## src/hdl/decimal_argument_summer_macros.svh

```systemverilog
// Assertion macros for the decimal argument summer.
`ifndef DECIMAL_ARGUMENT_SUMMER_MACROS_SVH
`define DECIMAL_ARGUMENT_SUMMER_MACROS_SVH
`ifndef SYNTHESIS
// Checked while out of reset.
`define DAS_ASSERT(name, prop, msg) \
    name: assert property (@(posedge i_clk) disable iff (!i_rst_n) prop) else $error(msg);
// Checked on every edge, reset included.
`define DAS_ASSERT_ALWAYS(name, prop, msg) \
    name: assert property (@(posedge i_clk) prop) else $error(msg);
`else
`define DAS_ASSERT(name, prop, msg)
`define DAS_ASSERT_ALWAYS(name, prop, msg)
`endif
`endif

```

## src/hdl/dasum_pkg.sv

```systemverilog
// Types, codes and constants shared by the decimal argument summer.
`default_nettype none
package dasum_pkg;

    localparam int SUM_WIDTH     = 32;
    localparam int MAG_WIDTH     = SUM_WIDTH + 1;  // holds 2^(SUM_WIDTH-1)
    localparam int NDIG          = 10;             // decimal digits of 2^31
    localparam int IDX_WIDTH     = 4;
    localparam int BIT_CNT_WIDTH = 5;

    // input commands
    localparam logic [1:0] CMD_CHAR     = 2'd0;
    localparam logic [1:0] CMD_END_ARG  = 2'd1;
    localparam logic [1:0] CMD_END_LIST = 2'd2;

    // status codes
    localparam logic [1:0] ST_OK        = 2'd0;
    localparam logic [1:0] ST_NO_ARGS   = 2'd1;
    localparam logic [1:0] ST_MALFORMED = 2'd2;
    localparam logic [1:0] ST_RANGE     = 2'd3;

    // characters
    localparam logic [7:0] CH_ZERO    = 8'h30;
    localparam logic [7:0] CH_NINE    = 8'h39;
    localparam logic [7:0] CH_MINUS   = 8'h2D;
    localparam logic [7:0] CH_PLUS    = 8'h2B;
    localparam logic [7:0] CH_NEWLINE = 8'h0A;
    localparam logic [3:0] CH_DIGIT_HI = 4'h3;

    typedef struct packed {
        logic [1:0] cmd;
        logic [7:0] ch;
    } t_in;

    typedef struct packed {
        logic [1:0]                  status;
        logic signed [SUM_WIDTH-1:0] total;
        logic [7:0]                  out_char;
        logic                        last;
    } t_out;

    typedef enum logic [2:0] {
        S_IDLE,
        S_CONV,
        S_LEAD,
        S_SIGN,
        S_DIGIT,
        S_NL,
        S_ERR
    } t_state;

    typedef enum logic [1:0] {
        EM_SIGN,
        EM_DIGIT,
        EM_NEWLINE,
        EM_FAIL
    } t_emit;

    typedef struct packed {
        logic  take_in;    // input transaction accepted
        logic  conv_step;  // one binary-to-BCD shift
        logic  set_idx;    // point at the leading digit
        logic  emit;       // load the output register
        t_emit kind;
        logic  idx_dec;    // move to the next lower digit
    } t_dp_cmd;

    typedef struct packed {
        logic fail_now;    // end of list right now would report a failure
        logic conv_last;   // final conversion step
        logic neg;         // sum being printed is negative
        logic out_free;    // output register can take a result this cycle
        logic idx_zero;    // current digit is the units digit
    } t_dp_sts;

endpackage
`default_nettype wire

```

## src/hdl/dasum_dp.sv

```systemverilog
// Datapath: argument parsing, running sum, BCD conversion and output register.
`default_nettype none
`include "decimal_argument_summer_macros.svh"
module dasum_dp (
    input  wire logic              i_clk,
    input  wire logic              i_rst_n,
    input  wire dasum_pkg::t_dp_cmd i_cmd,
    input  wire dasum_pkg::t_in    i_in,
    input  wire logic              i_stall,
    output dasum_pkg::t_dp_sts     o_sts,
    output logic                   o_valid,
    output dasum_pkg::t_out        o_data
);
    import dasum_pkg::*;

    localparam int MX_WIDTH = MAG_WIDTH + 4;
    localparam int EX_WIDTH = SUM_WIDTH + 2;
    localparam logic [MX_WIDTH-1:0]  LIM_X   = MX_WIDTH'(1) << (SUM_WIDTH - 1);
    localparam logic [MAG_WIDTH-1:0] LIM_M   = MAG_WIDTH'(1) << (SUM_WIDTH - 1);
    localparam logic [MAG_WIDTH-1:0] MAX_M   = LIM_M - MAG_WIDTH'(1);

    // argument and sum state
    logic [1:0]                  r_err;
    logic signed [SUM_WIDTH-1:0] r_sum;
    logic                        r_any;
    logic [MAG_WIDTH-1:0]        r_mag;
    logic                        r_mag_over, r_neg_sign, r_seen_char;
    logic                        r_seen_digit, r_bad_char;

    // end-of-list and emission state
    logic [1:0]                  r_fin_status;
    logic signed [SUM_WIDTH-1:0] r_total;
    logic                        r_res_neg;
    logic [SUM_WIDTH-1:0]        r_bin;
    logic [3:0]                  r_bcd [NDIG];
    logic [BIT_CNT_WIDTH-1:0]    r_bit_cnt;
    logic [IDX_WIDTH-1:0]        r_idx;
    logic                        r_out_valid;
    t_out                        r_out;

    // character decode
    logic                 is_sign, is_digit;
    logic [MX_WIDTH-1:0]  mag_x10;
    logic                 mag_ovf;

    always_comb begin
        is_sign  = !r_seen_char && (i_in.ch == CH_MINUS || i_in.ch == CH_PLUS);
        is_digit = (i_in.ch >= CH_ZERO) && (i_in.ch <= CH_NINE);
        mag_x10  = (MX_WIDTH'(r_mag) << 3) + (MX_WIDTH'(r_mag) << 1)
                 + MX_WIDTH'(i_in.ch[3:0]);
        mag_ovf  = mag_x10 > LIM_X;
    end

    // end of argument
    logic                       arg_bad, arg_range, sum_fits;
    logic signed [EX_WIDTH-1:0] sum_ext, mag_ext, sum_new;

    always_comb begin
        arg_bad   = !r_seen_digit || r_bad_char;
        arg_range = r_mag_over || (!r_neg_sign && r_mag > MAX_M);
        sum_ext   = EX_WIDTH'(r_sum);
        mag_ext   = signed'(EX_WIDTH'(r_mag));
        sum_new   = r_neg_sign ? (sum_ext - mag_ext) : (sum_ext + mag_ext);
        sum_fits  = (sum_new[EX_WIDTH-1] == sum_new[EX_WIDTH-2])
                 && (sum_new[EX_WIDTH-2] == sum_new[SUM_WIDTH-1]);
    end

    // status the list would end with now
    logic [1:0]           fail_code;
    logic [SUM_WIDTH-1:0] sum_u, sum_abs;

    always_comb begin
        if (r_err != ST_OK) begin
            fail_code = r_err;
        end else if (!r_any) begin
            fail_code = ST_NO_ARGS;
        end else begin
            fail_code = ST_OK;
        end
        sum_u   = r_sum;
        sum_abs = r_sum[SUM_WIDTH-1] ? (~sum_u + 1'b1) : sum_u;
    end

    // double-dabble step and leading-digit search
    logic [3:0]           adj      [NDIG];
    logic [3:0]           bcd_next [NDIG];
    logic [IDX_WIDTH-1:0] top_idx;

    always_comb begin
        for (int i = 0; i < NDIG; i++) begin
            adj[i] = (r_bcd[i] >= 4'd5) ? (r_bcd[i] + 4'd3) : r_bcd[i];
        end
        bcd_next[0] = {adj[0][2:0], r_bin[SUM_WIDTH-1]};
        for (int i = 1; i < NDIG; i++) begin
            bcd_next[i] = {adj[i][2:0], adj[i-1][3]};
        end
        top_idx = '0;
        for (int i = 0; i < NDIG; i++) begin
            if (r_bcd[i] != 4'd0) begin
                top_idx = IDX_WIDTH'(i);
            end
        end
    end

    logic in_char, in_end_arg, in_end_list;
    assign in_char     = i_cmd.take_in && (i_in.cmd == CMD_CHAR) && (r_err == ST_OK);
    assign in_end_arg  = i_cmd.take_in && (i_in.cmd == CMD_END_ARG) && (r_err == ST_OK);
    assign in_end_list = i_cmd.take_in && (i_in.cmd == CMD_END_LIST);

    // control state
    always_ff @(posedge i_clk) begin
        if (!i_rst_n) begin
            r_err        <= ST_OK;
            r_sum        <= '0;
            r_any        <= 1'b0;
            r_mag        <= '0;
            r_mag_over   <= 1'b0;
            r_neg_sign   <= 1'b0;
            r_seen_char  <= 1'b0;
            r_seen_digit <= 1'b0;
            r_bad_char   <= 1'b0;
            r_bit_cnt    <= '0;
            r_idx        <= '0;
            r_out_valid  <= 1'b0;
        end else begin
            if (in_char) begin
                r_seen_char <= 1'b1;
                if (is_sign) begin
                    r_neg_sign <= (i_in.ch == CH_MINUS);
                end else if (is_digit) begin
                    r_seen_digit <= 1'b1;
                    if (!r_mag_over) begin
                        if (mag_ovf) begin
                            r_mag_over <= 1'b1;
                            r_mag      <= LIM_M;
                        end else begin
                            r_mag <= mag_x10[MAG_WIDTH-1:0];
                        end
                    end
                end else begin
                    r_bad_char <= 1'b1;
                end
            end
            if (in_end_arg) begin
                r_any <= 1'b1;
                if (arg_bad) begin
                    r_err <= ST_MALFORMED;
                end else if (arg_range || !sum_fits) begin
                    r_err <= ST_RANGE;
                end else begin
                    r_sum <= sum_new[SUM_WIDTH-1:0];
                end
            end
            if (in_end_arg || in_end_list) begin
                r_mag        <= '0;
                r_mag_over   <= 1'b0;
                r_neg_sign   <= 1'b0;
                r_seen_char  <= 1'b0;
                r_seen_digit <= 1'b0;
                r_bad_char   <= 1'b0;
            end
            if (in_end_list) begin
                r_err     <= ST_OK;
                r_sum     <= '0;
                r_any     <= 1'b0;
                r_bit_cnt <= '0;
            end
            if (i_cmd.conv_step) begin
                r_bit_cnt <= r_bit_cnt + 1'b1;
            end
            if (i_cmd.set_idx) begin
                r_idx <= top_idx;
            end else if (i_cmd.idx_dec) begin
                r_idx <= r_idx - 1'b1;
            end
            if (i_cmd.emit) begin
                r_out_valid <= 1'b1;
            end else if (!i_stall) begin
                r_out_valid <= 1'b0;
            end
        end
    end

    // payload
    always_ff @(posedge i_clk) begin
        if (in_end_list) begin
            r_fin_status <= fail_code;
            r_total      <= r_sum;
            r_res_neg    <= r_sum[SUM_WIDTH-1];
            r_bin        <= sum_abs;
            for (int i = 0; i < NDIG; i++) begin
                r_bcd[i] <= 4'd0;
            end
        end else if (i_cmd.conv_step) begin
            r_bin <= r_bin << 1;
            for (int i = 0; i < NDIG; i++) begin
                r_bcd[i] <= bcd_next[i];
            end
        end
        if (i_cmd.emit) begin
            case (i_cmd.kind)
                EM_SIGN: begin
                    r_out <= '{status: ST_OK, total: r_total, out_char: CH_MINUS, last: 1'b0};
                end
                EM_DIGIT: begin
                    r_out <= '{status: ST_OK, total: r_total,
                               out_char: {CH_DIGIT_HI, r_bcd[r_idx]}, last: 1'b0};
                end
                EM_NEWLINE: begin
                    r_out <= '{status: ST_OK, total: r_total, out_char: CH_NEWLINE,
                               last: 1'b1};
                end
                default: begin
                    r_out <= '{status: r_fin_status, total: '0, out_char: 8'd0,
                               last: 1'b1};
                end
            endcase
        end
    end

    always_comb begin
        o_sts.fail_now  = (fail_code != ST_OK);
        o_sts.conv_last = (r_bit_cnt == BIT_CNT_WIDTH'(SUM_WIDTH - 1));
        o_sts.neg       = r_res_neg;
        o_sts.out_free  = !r_out_valid || !i_stall;
        o_sts.idx_zero  = (r_idx == '0);
    end

    assign o_valid = r_out_valid;
    assign o_data  = r_out;

    `DAS_ASSERT(a_fail_is_last, r_out_valid && r_out.status != ST_OK |-> r_out.last && r_out.out_char == 8'd0, "failure result must be a lone last result")
    `DAS_ASSERT(a_idx_in_range, r_idx < IDX_WIDTH'(NDIG), "digit index beyond the digit store")

endmodule
`default_nettype wire

```

## src/hdl/dasum_ctrl.sv

```systemverilog
// Controller: input acceptance and sequencing of the end-of-list results.
`default_nettype none
`include "decimal_argument_summer_macros.svh"
module dasum_ctrl (
    input  wire logic               i_clk,
    input  wire logic               i_rst_n,
    input  wire logic               i_valid,
    input  wire logic [1:0]         i_cmd,
    input  wire dasum_pkg::t_dp_sts i_sts,
    output logic                    o_stall,
    output dasum_pkg::t_dp_cmd      o_cmd
);
    import dasum_pkg::*;

    t_state r_state, n_state;

    always_comb begin
        n_state = r_state;
        case (r_state)
            S_IDLE: begin
                if (i_valid && i_cmd == CMD_END_LIST) begin
                    n_state = i_sts.fail_now ? S_ERR : S_CONV;
                end
            end
            S_CONV: begin
                if (i_sts.conv_last) n_state = S_LEAD;
            end
            S_LEAD: begin
                n_state = i_sts.neg ? S_SIGN : S_DIGIT;
            end
            S_SIGN: begin
                if (i_sts.out_free) n_state = S_DIGIT;
            end
            S_DIGIT: begin
                if (i_sts.out_free && i_sts.idx_zero) n_state = S_NL;
            end
            S_NL, S_ERR: begin
                if (i_sts.out_free) n_state = S_IDLE;
            end
            default: begin
                n_state = S_IDLE;
            end
        endcase
    end

    always_comb begin
        o_stall         = (r_state != S_IDLE);
        o_cmd.take_in   = i_valid && (r_state == S_IDLE);
        o_cmd.conv_step = (r_state == S_CONV);
        o_cmd.set_idx   = (r_state == S_LEAD);
        o_cmd.emit      = 1'b0;
        o_cmd.kind      = EM_FAIL;
        o_cmd.idx_dec   = 1'b0;
        case (r_state)
            S_SIGN: begin
                o_cmd.emit = i_sts.out_free;
                o_cmd.kind = EM_SIGN;
            end
            S_DIGIT: begin
                o_cmd.emit    = i_sts.out_free;
                o_cmd.kind    = EM_DIGIT;
                o_cmd.idx_dec = i_sts.out_free && !i_sts.idx_zero;
            end
            S_NL: begin
                o_cmd.emit = i_sts.out_free;
                o_cmd.kind = EM_NEWLINE;
            end
            S_ERR: begin
                o_cmd.emit = i_sts.out_free;
                o_cmd.kind = EM_FAIL;
            end
            default: begin
                o_cmd.emit = 1'b0;
            end
        endcase
    end

    always_ff @(posedge i_clk) begin
        if (!i_rst_n) begin
            r_state <= S_IDLE;
        end else begin
            r_state <= n_state;
        end
    end

    `DAS_ASSERT_ALWAYS(a_reset_idle, !i_rst_n |=> r_state == S_IDLE, "reset must return to idle")
    `DAS_ASSERT(a_list_starts_run, r_state == S_IDLE && i_valid && i_cmd == CMD_END_LIST |=> r_state != S_IDLE, "end of list did not start a result run")
    `DAS_ASSERT(a_units_then_nl, r_state == S_DIGIT && i_sts.out_free && i_sts.idx_zero |=> r_state == S_NL, "units digit not followed by newline")

endmodule
`default_nettype wire

```

## src/hdl/decimal_argument_summer.sv

```systemverilog
// Top level of the decimal argument summer.
`default_nettype none
// Sums signed decimal arguments given as ASCII characters and prints the
// result. Each input transaction is a character, an end-of-argument mark or
// an end-of-list mark. Characters and end-of-argument marks are taken one per
// clock while the input is not stalled; each updates a saturating digit
// magnitude register or the 32-bit running sum. An end-of-list mark stalls
// the input until its last result has been loaded into the output register.
// On failure that is one status transaction, loaded from the error state as
// soon as the output register is free. On success the magnitude of the sum
// goes through a bit-serial binary-to-BCD converter (one bit per cycle), a
// lead state picks the leading digit, and then one result per cycle follows
// while the receiver does not stall: an optional '-', the digits from most
// significant down, and a newline marked last, at most 12 results in all.
// Status codes: 0 ok, 1 no arguments, 2 malformed argument, 3 range
// overflow. After a failure further characters and marks are ignored until
// the end of the list, and every end of list returns the argument and sum
// state to its reset values.
module decimal_argument_summer (
    input  wire logic           i_clk,
    input  wire logic           i_rst_n,
    input  wire logic           i_valid,
    input  wire dasum_pkg::t_in i_data,
    output logic                o_stall,
    output logic                o_valid,
    output dasum_pkg::t_out     o_data,
    input  wire logic           i_stall
);
    import dasum_pkg::*;

    t_dp_cmd dp_cmd;
    t_dp_sts dp_sts;

    dasum_ctrl u_ctrl (
        .i_clk   (i_clk),
        .i_rst_n (i_rst_n),
        .i_valid (i_valid),
        .i_cmd   (i_data.cmd),
        .i_sts   (dp_sts),
        .o_stall (o_stall),
        .o_cmd   (dp_cmd)
    );

    dasum_dp u_dp (
        .i_clk   (i_clk),
        .i_rst_n (i_rst_n),
        .i_cmd   (dp_cmd),
        .i_in    (i_data),
        .i_stall (i_stall),
        .o_sts   (dp_sts),
        .o_valid (o_valid),
        .o_data  (o_data)
    );

endmodule
`default_nettype wire
```

## config.mk

```make
export PLATFORM = sky130hd
export DESIGN_NAME = decimal_argument_summer
export DESIGN_NICKNAME = d
export VERILOG_FILES = /design/src/hdl/dasum_pkg.sv /design/src/hdl/dasum_dp.sv /design/src/hdl/dasum_ctrl.sv /design/src/hdl/decimal_argument_summer.sv
export VERILOG_INCLUDE_DIRS = /design/src /design/src/hdl
export SDC_FILE = /design/constraint.sdc
export NUM_CORES = 1
export LEC_CHECK = 0
export BUFFER_PORTS_ARGS = -buffer_cell sky130_fd_sc_hd__buf_4
export CORE_MARGIN = 2
export CORE_UTILIZATION = 45
export DETAILED_ROUTE_END_ITERATION = 6
export SLEW_MARGIN = 20
export SYNTH_ARGS = -nofsm -noshare
export SYNTH_HDL_FRONTEND = slang
export SYNTH_SLANG_ARGS = --single-unit
```

## constraint.sdc

```tcl
create_clock -name i_clk -period 7.4 [get_ports i_clk]
set_input_delay 1.48 -clock i_clk [delete_from_list [all_inputs] [get_ports i_clk]]
set_output_delay 1.48 -clock i_clk [all_outputs]
set_load 0.05 [all_outputs]
```

==> results of run 1 <==
worst max-delay path, delay by kind of cell (launching register included):
kind                     cells  cell delay, ns
XOR/XNOR                     1            0.23
adder cells (fa/ha/maj)      2            0.54
AND/OR/NAND/NOR              6            1.61
AO/OA/AOI/OAI               10            2.44
flip-flops                   1            0.42
buffers and inverters        2            0.48
state kept, by name, indices dropped and copies added, names as in the netlist, 2 cells and up, named ones only:
name	cells
u_ctrl.r_state	3
u_dp.o_data	41
u_dp.r_bcd	40
u_dp.r_bin	32
u_dp.r_bit_cnt	5
u_dp.r_err	2
u_dp.r_fin_status	2
u_dp.r_idx	4
u_dp.r_mag	33
u_dp.r_sum	32
u_dp.r_total	31
layout make-up:
cell class,count,area (sq um),area share
clock inverters,16,161,0.00916
repair buffers,66,495,0.0281
multi-input cells,1387,9250,0.525
inverters,59,221,0.0126
clock buffers,32,694,0.0394
flip-flops and latches,237,6220,0.353
well taps,461,577,0.0327
placed cells by master, fill, tap and decap left out, drive strengths merged, types with 8 or more instances in the layout:
| cell type | synthesis | final |
|---|---|---|
| nand2b | 20 | 20 |
| o31ai | 42 | 42 |
| and3 | 10 | 10 |
| xnor2 | 61 | 61 |
| o21ai | 135 | 135 |
| and2 | 51 | 51 |
| or2 | 9 | 9 |
| ha | 124 | 124 |
| a31oi | 13 | 13 |
| o2111ai | 9 | 9 |
| nand4 | 22 | 22 |
| nor3 | 41 | 41 |
| nor2 | 164 | 164 |
| o211ai | 12 | 12 |
| o21a | 12 | 12 |
| mux4 | 8 | 8 |
| clkbuf | 61 | 32 |
| dfxtp | 90 | 90 |
| buf | 15 | 66 |
| nor2b | 10 | 10 |
| a211oi | 22 | 22 |
| inv | 59 | 60 |
| nand2 | 186 | 186 |
| xor2 | 60 | 60 |
| nand3 | 69 | 69 |
| nor4 | 17 | 17 |
| or3 | 11 | 11 |
| a21o | 24 | 24 |
| a21oi | 131 | 131 |
| mux2i | 12 | 12 |
| edfxtp | 147 | 147 |
| a21boi | 10 | 10 |
| clkinv | 0 | 9 |
synthesized netlist by cell type (all sizes together) (13+ instances only):
library cell and n:
a211oi 22, nor2 164, dfxtp 90, nand2b 20, a21oi 131, nand2 186
nor3 41, ha 124, o21ai 135, xnor2 61, buf 15, nand4 22
xor2 60, a31oi 13, and2 51, nand3 69, nor4 17, clkbuf 61
a21o 24, edfxtp 147, inv 59, o31ai 42
worst paths after layout:
check | endpoint | slack, ns | cells past startpoint
max | u_dp.r_sum[10] | 1.55 | 21
min | u_dp.r_bit_cnt[3] | 0.46 | 1
max reg2reg | u_dp.r_sum[10] | 1.55 | 21
min reg2reg | u_dp.r_bit_cnt[3] | 0.46 | 1
report_power, final:
part / internal (W) / leakage, nW / switching, W / total (W)
Sequential: 0.00174 / 2.11 / 0.000190 / 0.00193
Combinational: 0.000481 / 4.66 / 0.000902 / 0.00138
Clock: 0.000772 / 0.413 / 0.000535 / 0.00131
cells by family (layout without fill, tap and decap cells):
logic type | Yosys count | in the layout
XOR/XNOR | 121 | 121
buffers and inverters | 137 | 173
AND/OR/NAND/NOR | 643 | 643
adder cells (fa/ha/maj) | 127 | 127
other | 1 | 2
multiplexers | 21 | 21
AO/OA/AOI/OAI | 473 | 473
flip-flops | 237 | 237
layer usage:
layer  share of wire  GRT usage
met5               0          0
met4           0.018     0.0466
met3           0.039     0.0189
met2            0.43      0.310
met1            0.52      0.306
metrics by stage:
| step | area [sq um] | worst slack, ns | util | cells | total power, W |
|---|---|---|---|---|---|
| after floorplan | 16100 | 2.59 | - | 1761 | 0.00288 |
| after global placement | 16800 | 1.71 | 0.474 | 2210 | 0.00332 |
| after detailed placement | 16800 | 1.56 | 0.474 | 2210 | 0.00334 |
| after CTS | 17600 | 1.51 | 0.498 | 2258 | 0.00465 |
| after global routing | 17600 | 0.922 | 0.498 | 2258 | 0.00488 |
| final | 17600 | 1.55 | 0.498 | 2258 | 0.00462 |
==> summary.txt, run 1 <==
Timing
  • Worst clock skew: 0.0327 ns
  • Setup TNS: 0 ns
  • Tightest Pin Transition: ~1.1 ns
  • RSZ-0062 raised after global routing: false
  • Final hold vios: 0
  • Rel. slew slack: 0.282
  • Post-route minimum period: between 5 and 6 ns
  • Tcrit/Tclk final: 0.790
  • Final setup fails: 0
  • Fin Hold WS: 0.457 ns
  • Slew Viols, Final: 0
  • Fmax: 171 MHz

Power
  • Leak pwr: 7.19 nW
  • Cell Pwr Density: 262 nW/um^2
  • Peak VDD IR: 0.000233 V

Die
  • Core box area: 35,400 sq um
  • Chip Height: about 190 um
  • Die width: 193 um
  • Initial Util: 0.454
  • FP Rows: 69
  • I/O pin count: 59
  • Die area: 37,200 sq um

CTS
  • Cts hold-fix bufs: 0
  • Post-CTS Setup Repair Bufs: 0
  • Root Driver: clkbuf_16
  • Clk pin slew, worst setup/hold paths: 0.06 ns
  • CTS H-tree lvls: 1
  • Skew-Pair Late Insertion Delay: 0.54 ns
  • Cts repair resizes: 0
  • CTS Buf Count: 26
  • CTS Buffer Depth: 3
  • CTS tree: yes
  • CTS sink cnt: 237

Placed design
  • Port Buffers: 56
  • Placer Congestion: roughly 0.9
  • Hpwl dp: 28,100 um

Min path
  • Hold_sp: u_dp.r_bit_cnt[3]
  • HP Class: reg2reg

Yosys
  • Post-synth top area share: 0.275
  • Syn_area_per_cell: ~9.1 sq um
  • Synth top area cells: edfxtp_1, dfxtp_1, ha_1, nand2_1, a21oi_1
  • Post-synthesis mux area share: 0.0194
  • Synthesized instance count: 1,760
  • FFs w/ async S/R, synth: 0
  • Mapped Area: 16,100 sq um
  • Adder-cell area share of the yosys netlist: 0.100
  • Largest area contributor in the netlist: edfxtp_1
  • Compound-gate portion of the synthesized area: 0.193
  • Synth Area in Simple Gates: 0.196
  • Largest family of logic cells by synthesized area: simple AND/OR/NAND/NOR gates
  • Register area share after synthesis: 0.387
  • Main flop type after synthesis: edfxtp_1
  • Synth Register Bits: 237
  • Yosys cell types: around 100
  • Synth Area in XOR/XNOR: 0.0660
  • Syn. warnings: 0
  • Post-synth EDFFs: roughly 150

Setup path
  • CP max-delay cell: a22oi_4
  • R2R Path Start: u_dp.r_mag[0]
  • Worst Path Arrival: 6.28 ns
  • Worst setup EP type: flop
  • Crit path required time: 7.83 ns
  • Setup crit start kind: flop
  • Critical Path Max Stage Delay: between 0.8 and 0.9 ns
  • Critical path peak fanout: between 40 and 50
  • Worst Path Class, Setup: reg2reg
  • CP startpoint: u_dp.r_mag[0]
  • CP cell instances: inv_1 > ha_1 > nand3b_1 > nor4_1 > nand3b_1 > nor4_1 > and4b_1 > a21oi_1 > xnor2_1 > ha_1 > a21oi_1 > o21ai_0 > a31oi_1 > o21ai_0 > a211o_1 > o21a_1 > o22a_1 > a22oi_4 > buf_4 > nand3_1 > o31ai_1

Drt
  • Via count: 12,800
  • Drt total wl: roughly 37,000 um
  • 1st-iter DRT viols: 969
  • Drt drc: 0
  • Vias/cell: 5.67
  • Routed WL per cell: 16.6 um
  • Antenna-violating nets left: 0
  • TritonRoute pass-1 iters: 5

Global route
  • Initial antenna violation count: 0
  • Global route overflow: 0
  • Largest net degree at the start of global routing: 70
  • Vias in the first global route: 11,900
  • First-pass GRT wire length: 61,200 um
  • Aggregate global-route resource usage: 0.202

Finish
  • Layout Nets: 1,918
  • # fillers: 3,334
  • Layout cell share with drive strength beyond 1: 0.0952
  • Area delta synth->final: 9.71%
  • Diode count: 0

Status
  • Outcome: complete, no violations

Run
  • Max cap viols: 0
No activity file was read; power rests on OpenSTA's default activity.
==> inputs of run 2 (changes only) <==
--- a/config.mk
+++ b/config.mk
@@ -6,6 +6,7 @@
 export SDC_FILE = /design/constraint.sdc
 export NUM_CORES = 1
 export LEC_CHECK = 0
+export ABC_AREA = 1
 export BUFFER_PORTS_ARGS = -buffer_cell sky130_fd_sc_hd__buf_4
 export CORE_MARGIN = 2
 export CORE_UTILIZATION = 45
==> constraint.sdc (replaced) <==
create_clock -name i_clk -period 5.1 [get_ports i_clk]
set_input_delay 1.02 -clock i_clk [delete_from_list [all_inputs] [get_ports i_clk]]
set_output_delay 1.02 -clock i_clk [all_outputs]
set_load 0.05 [all_outputs]
==> run 2 against run 1 <==
  * Die area grew 7.3%
  * Count of clock-buffer cells in the layout rose by 1
  * Sequential share of layout area fell by 2.7 points
  * Synthesized area is 7.5% higher
  * Via count increased by 19%
  * Largest power group unchanged
==> summary.txt, run 2 <==
Finish
  • Final core occ: 0.505
  • Highest-count cells in the layout ignoring fill and taps: nand2_1, inv_1, nor2_1
  • Diode count: 0
  • Area delta synth->final: 10.5%
  • Layout cell share with drive strength beyond 1: 0.0616
  • Post-layout instance area: 19,100 sq um
  • # fillers: 3,794
  • Commonest non-fill, non-tap cell in the layout: nand2_1
  • Fin cells: approximately 3,000
  • Largest register FFs: 41
  • Layout Nets: roughly 2,600

Global route
  • Initial antenna violation count: 0
  • Vias in the first global route: 14,600
  • Largest net degree at the start of global routing: 60
  • Aggregate global-route resource usage: 0.225
  • Global route overflow: 0
  • First-pass GRT wire length: 72,700 um

Status
  • Outcome: complete, no violations

Drt
  • 1st-iter DRT viols: 964
  • Routed WL per cell: 14.7 um
  • Drt total wl: approximately 44,000 um
  • Via count: 15,300
  • Vias/cell: 5.11
  • TritonRoute pass-1 iters: 7
  • Antenna-violating nets left: 0
  • Drt drc: 0

CTS
  • Root Driver: clkbuf_16
  • CTS H-tree lvls: 1
  • CTS Buffer Depth: 3
  • Skew-Pair Late Insertion Delay: 0.53 ns
  • CTS sink cnt: 237
  • Clk pin slew, worst setup/hold paths: approximately 0.060 ns
  • CTS Buf Count: 25
  • CTS tree: yes
  • Cts hold-fix bufs: 0
  • Post-CTS Setup Repair Bufs: 0

Power
  • Switching power: 0.00235 W
  • Cell Int Power: roughly 0.0041 W
  • Leak pwr: approximately 9 nW
  • Flop pwr share: 0.411
  • Sw Share: 0.363
  • Gate power share: 0.304
  • Cell Pwr Density: 339 nW/um^2
  • Peak VDD IR: 0.000262 V
  • Clock power share: 0.285

Yosys
  • Largest area contributor in the netlist: edfxtp_1
  • Synth Area in XOR/XNOR: 0.0477
  • Largest family of logic cells by synthesized area: simple AND/OR/NAND/NOR gates
  • Mapped Area: about 17,000 sq um
  • FFs w/ async S/R, synth: 0
  • Synth Register Bits: ~240
  • Post-synthesis mux area share: 0
  • Synth top cells by count: nand2_1, inv_1, nor2_1
  • Synth Area in Simple Gates: 0.280
  • Syn. warnings: 0
  • Top-count cell post-synth: nand2_1
  • Main flop type after synthesis: edfxtp_1
  • Yosys cell types: 50
  • Synth top area cells: edfxtp_1, nand2_1, dfxtp_1, ha_1, inv_1
  • Post-synth top area share: 0.256
  • Register area share after synthesis: 0.360
  • Syn_area_per_cell: 7.14 sq um
  • Adder-cell area share of the yosys netlist: 0.0933
  • Compound-gate portion of the synthesized area: 0.115
  • Synthesized instance count: 2,417
  • Post-synth EDFFs: 147

Placed design
  • Placer Congestion: 0.920
  • Post-Place Cells: 2,949
  • Dpl ws: 0.515 ns
  • Port Buffers: 56
  • Dpl cell area: 18,200 sq um
  • Hpwl dp: between 30,000 and 40,000 um

Die
  • Core box area: ~38,000 sq um
  • I/O pin count: between 50 and 60
  • Chip Height: 200 um
  • Die area: 39,900 sq um
  • Initial Util: 0.457
  • Die width: 200 um
  • FP Rows: roughly 70

Setup path
  • Top delay family on crit path: simple AND/OR/NAND/NOR gates
  • CP max-delay cell: ha_1
  • Setup crit start kind: flop
  • Worst path most repeated cell: nand2_1
  • CP Buf/Inv Count: 3
  • Crit path required time: about 5.5 ns
  • Critical Path Max Stage Delay: 0.34 ns
  • Worst setup EP type: flop
  • Critical path peak fanout: 28
  • Worst Path Class, Setup: reg2reg
  • Worst Path Arrival: slightly below 5 ns

Timing
  • RSZ-0062 raised after global routing: false
  • Worst Setup Slack, final: roughly 0.67 ns
  • Final hold vios: 0
  • Slew Viols, Final: 0
  • Final setup fails: 0
  • Post-route minimum period: 4.43 ns
  • Worst clock skew: 0.0101 ns
  • Rel. slew slack: 0.429
  • Setup TNS: 0 ns
  • Tcrit/Tclk final: 0.869
  • Fmax: roughly 230 MHz
  • Tightest Pin Transition: 0.855 ns

Min path
  • HP Class: reg2reg

Run
  • Max cap viols: 0
[run 2: cell types whose count changed after synthesis, sizes merged, moves of 13 or more]
| cell | delta |
|---|---|
| nand2 | +397 |
| inv | +330 |
| nor2 | +123 |
| nand3 | +70 |
| a21oi | +57 |
| and2 | -49 |
| xnor2 | -40 |
| o31ai | -35 |
| clkbuf | -31 |
| nand4 | +30 |
| a21o | -22 |
| nand2b | -20 |
| xor2 | +13 |
[run 2: worst min-delay path: cells and delay by family (launching register included)]
family / cells / cell delay [ns]
compound gates: 1 / 0.05
buf+inv: 1 / 0.05
flops: 1 / 0.31
[run 2: final timing paths]
check	from	endpoint	slack [ns]	cells past startpoint
worst min register to register	u_dp.r_bad_char	u_dp.r_bad_char	0.46	2
worst min-delay path	u_dp.r_bad_char	u_dp.r_bad_char	0.46	2
worst max-delay path	u_dp.r_mag[1]	u_dp.r_err[1]	0.67	28
worst max register to register	u_dp.r_mag[1]	u_dp.r_err[1]	0.67	28
[run 2: cell type report]
cell class | instances | area (sq um) | area share
clock inverters | 11 | 101 | 0.00531
repair buffers | 77 | 618 | 0.0324
well taps | 511 | 639 | 0.0335
clock buffers | 33 | 719 | 0.0377
flip-flops and latches | 237 | 6220 | 0.326
multi-input cells | 1733 | 9310 | 0.488
inverters | 392 | 1470 | 0.0771
[run 2: per-stage QoR]
stage | total power (W) | hold WS, ns
global placement | 0.00460 | 0.442
finish | 0.00647 | 0.457
floorplan | 0.00409 | 0.408
global route | 0.00686 | 0.475
CTS | 0.00651 | 0.458
detailed placement | 0.00466 | 0.448
[run 2: power groups by stage]
stage / registers (W) / clock network (W) / logic [W]
floorplan: 0.00302 / 0 / 0.00107
finish: 0.00266 / 0.00184 / 0.00197
CTS: 0.00266 / 0.00189 / 0.00197
detailed placement: 0.00270 / 0 / 0.00196
global placement: 0.00269 / 0 / 0.00191
global route: 0.00270 / 0.00196 / 0.00220
[run 2: routing by layer]
metal | vias to the layer above | wire length [um] | track usage
met5 | - | 0 | 0
met2 | 297 | 19900 | 0.372
li1 | 8009 | - | -
met4 | 0 | 1260 | 0.0722
met1 | 6917 | 21300 | 0.312
met3 | 69 | 1700 | 0.0178
[run 2: logic make-up (layout without fill, tap and decap cells)]
group | count (synthesis) | after routing
buffers and inverters | 449 | 513
adders and majority gates | 127 | 127
and+or+nand+nor | 1140 | 1141
other | 1 | 2
AOI/OAI and AO/OA | 369 | 369
DFF | 237 | 237
xor gates and xnor gates | 94 | 94
[run 2: repair_timing]
item                                   CTS  global route
setup endpoints to repair                0            34
endpoints found under the hold margin    0             0
resized for setup                        0             5
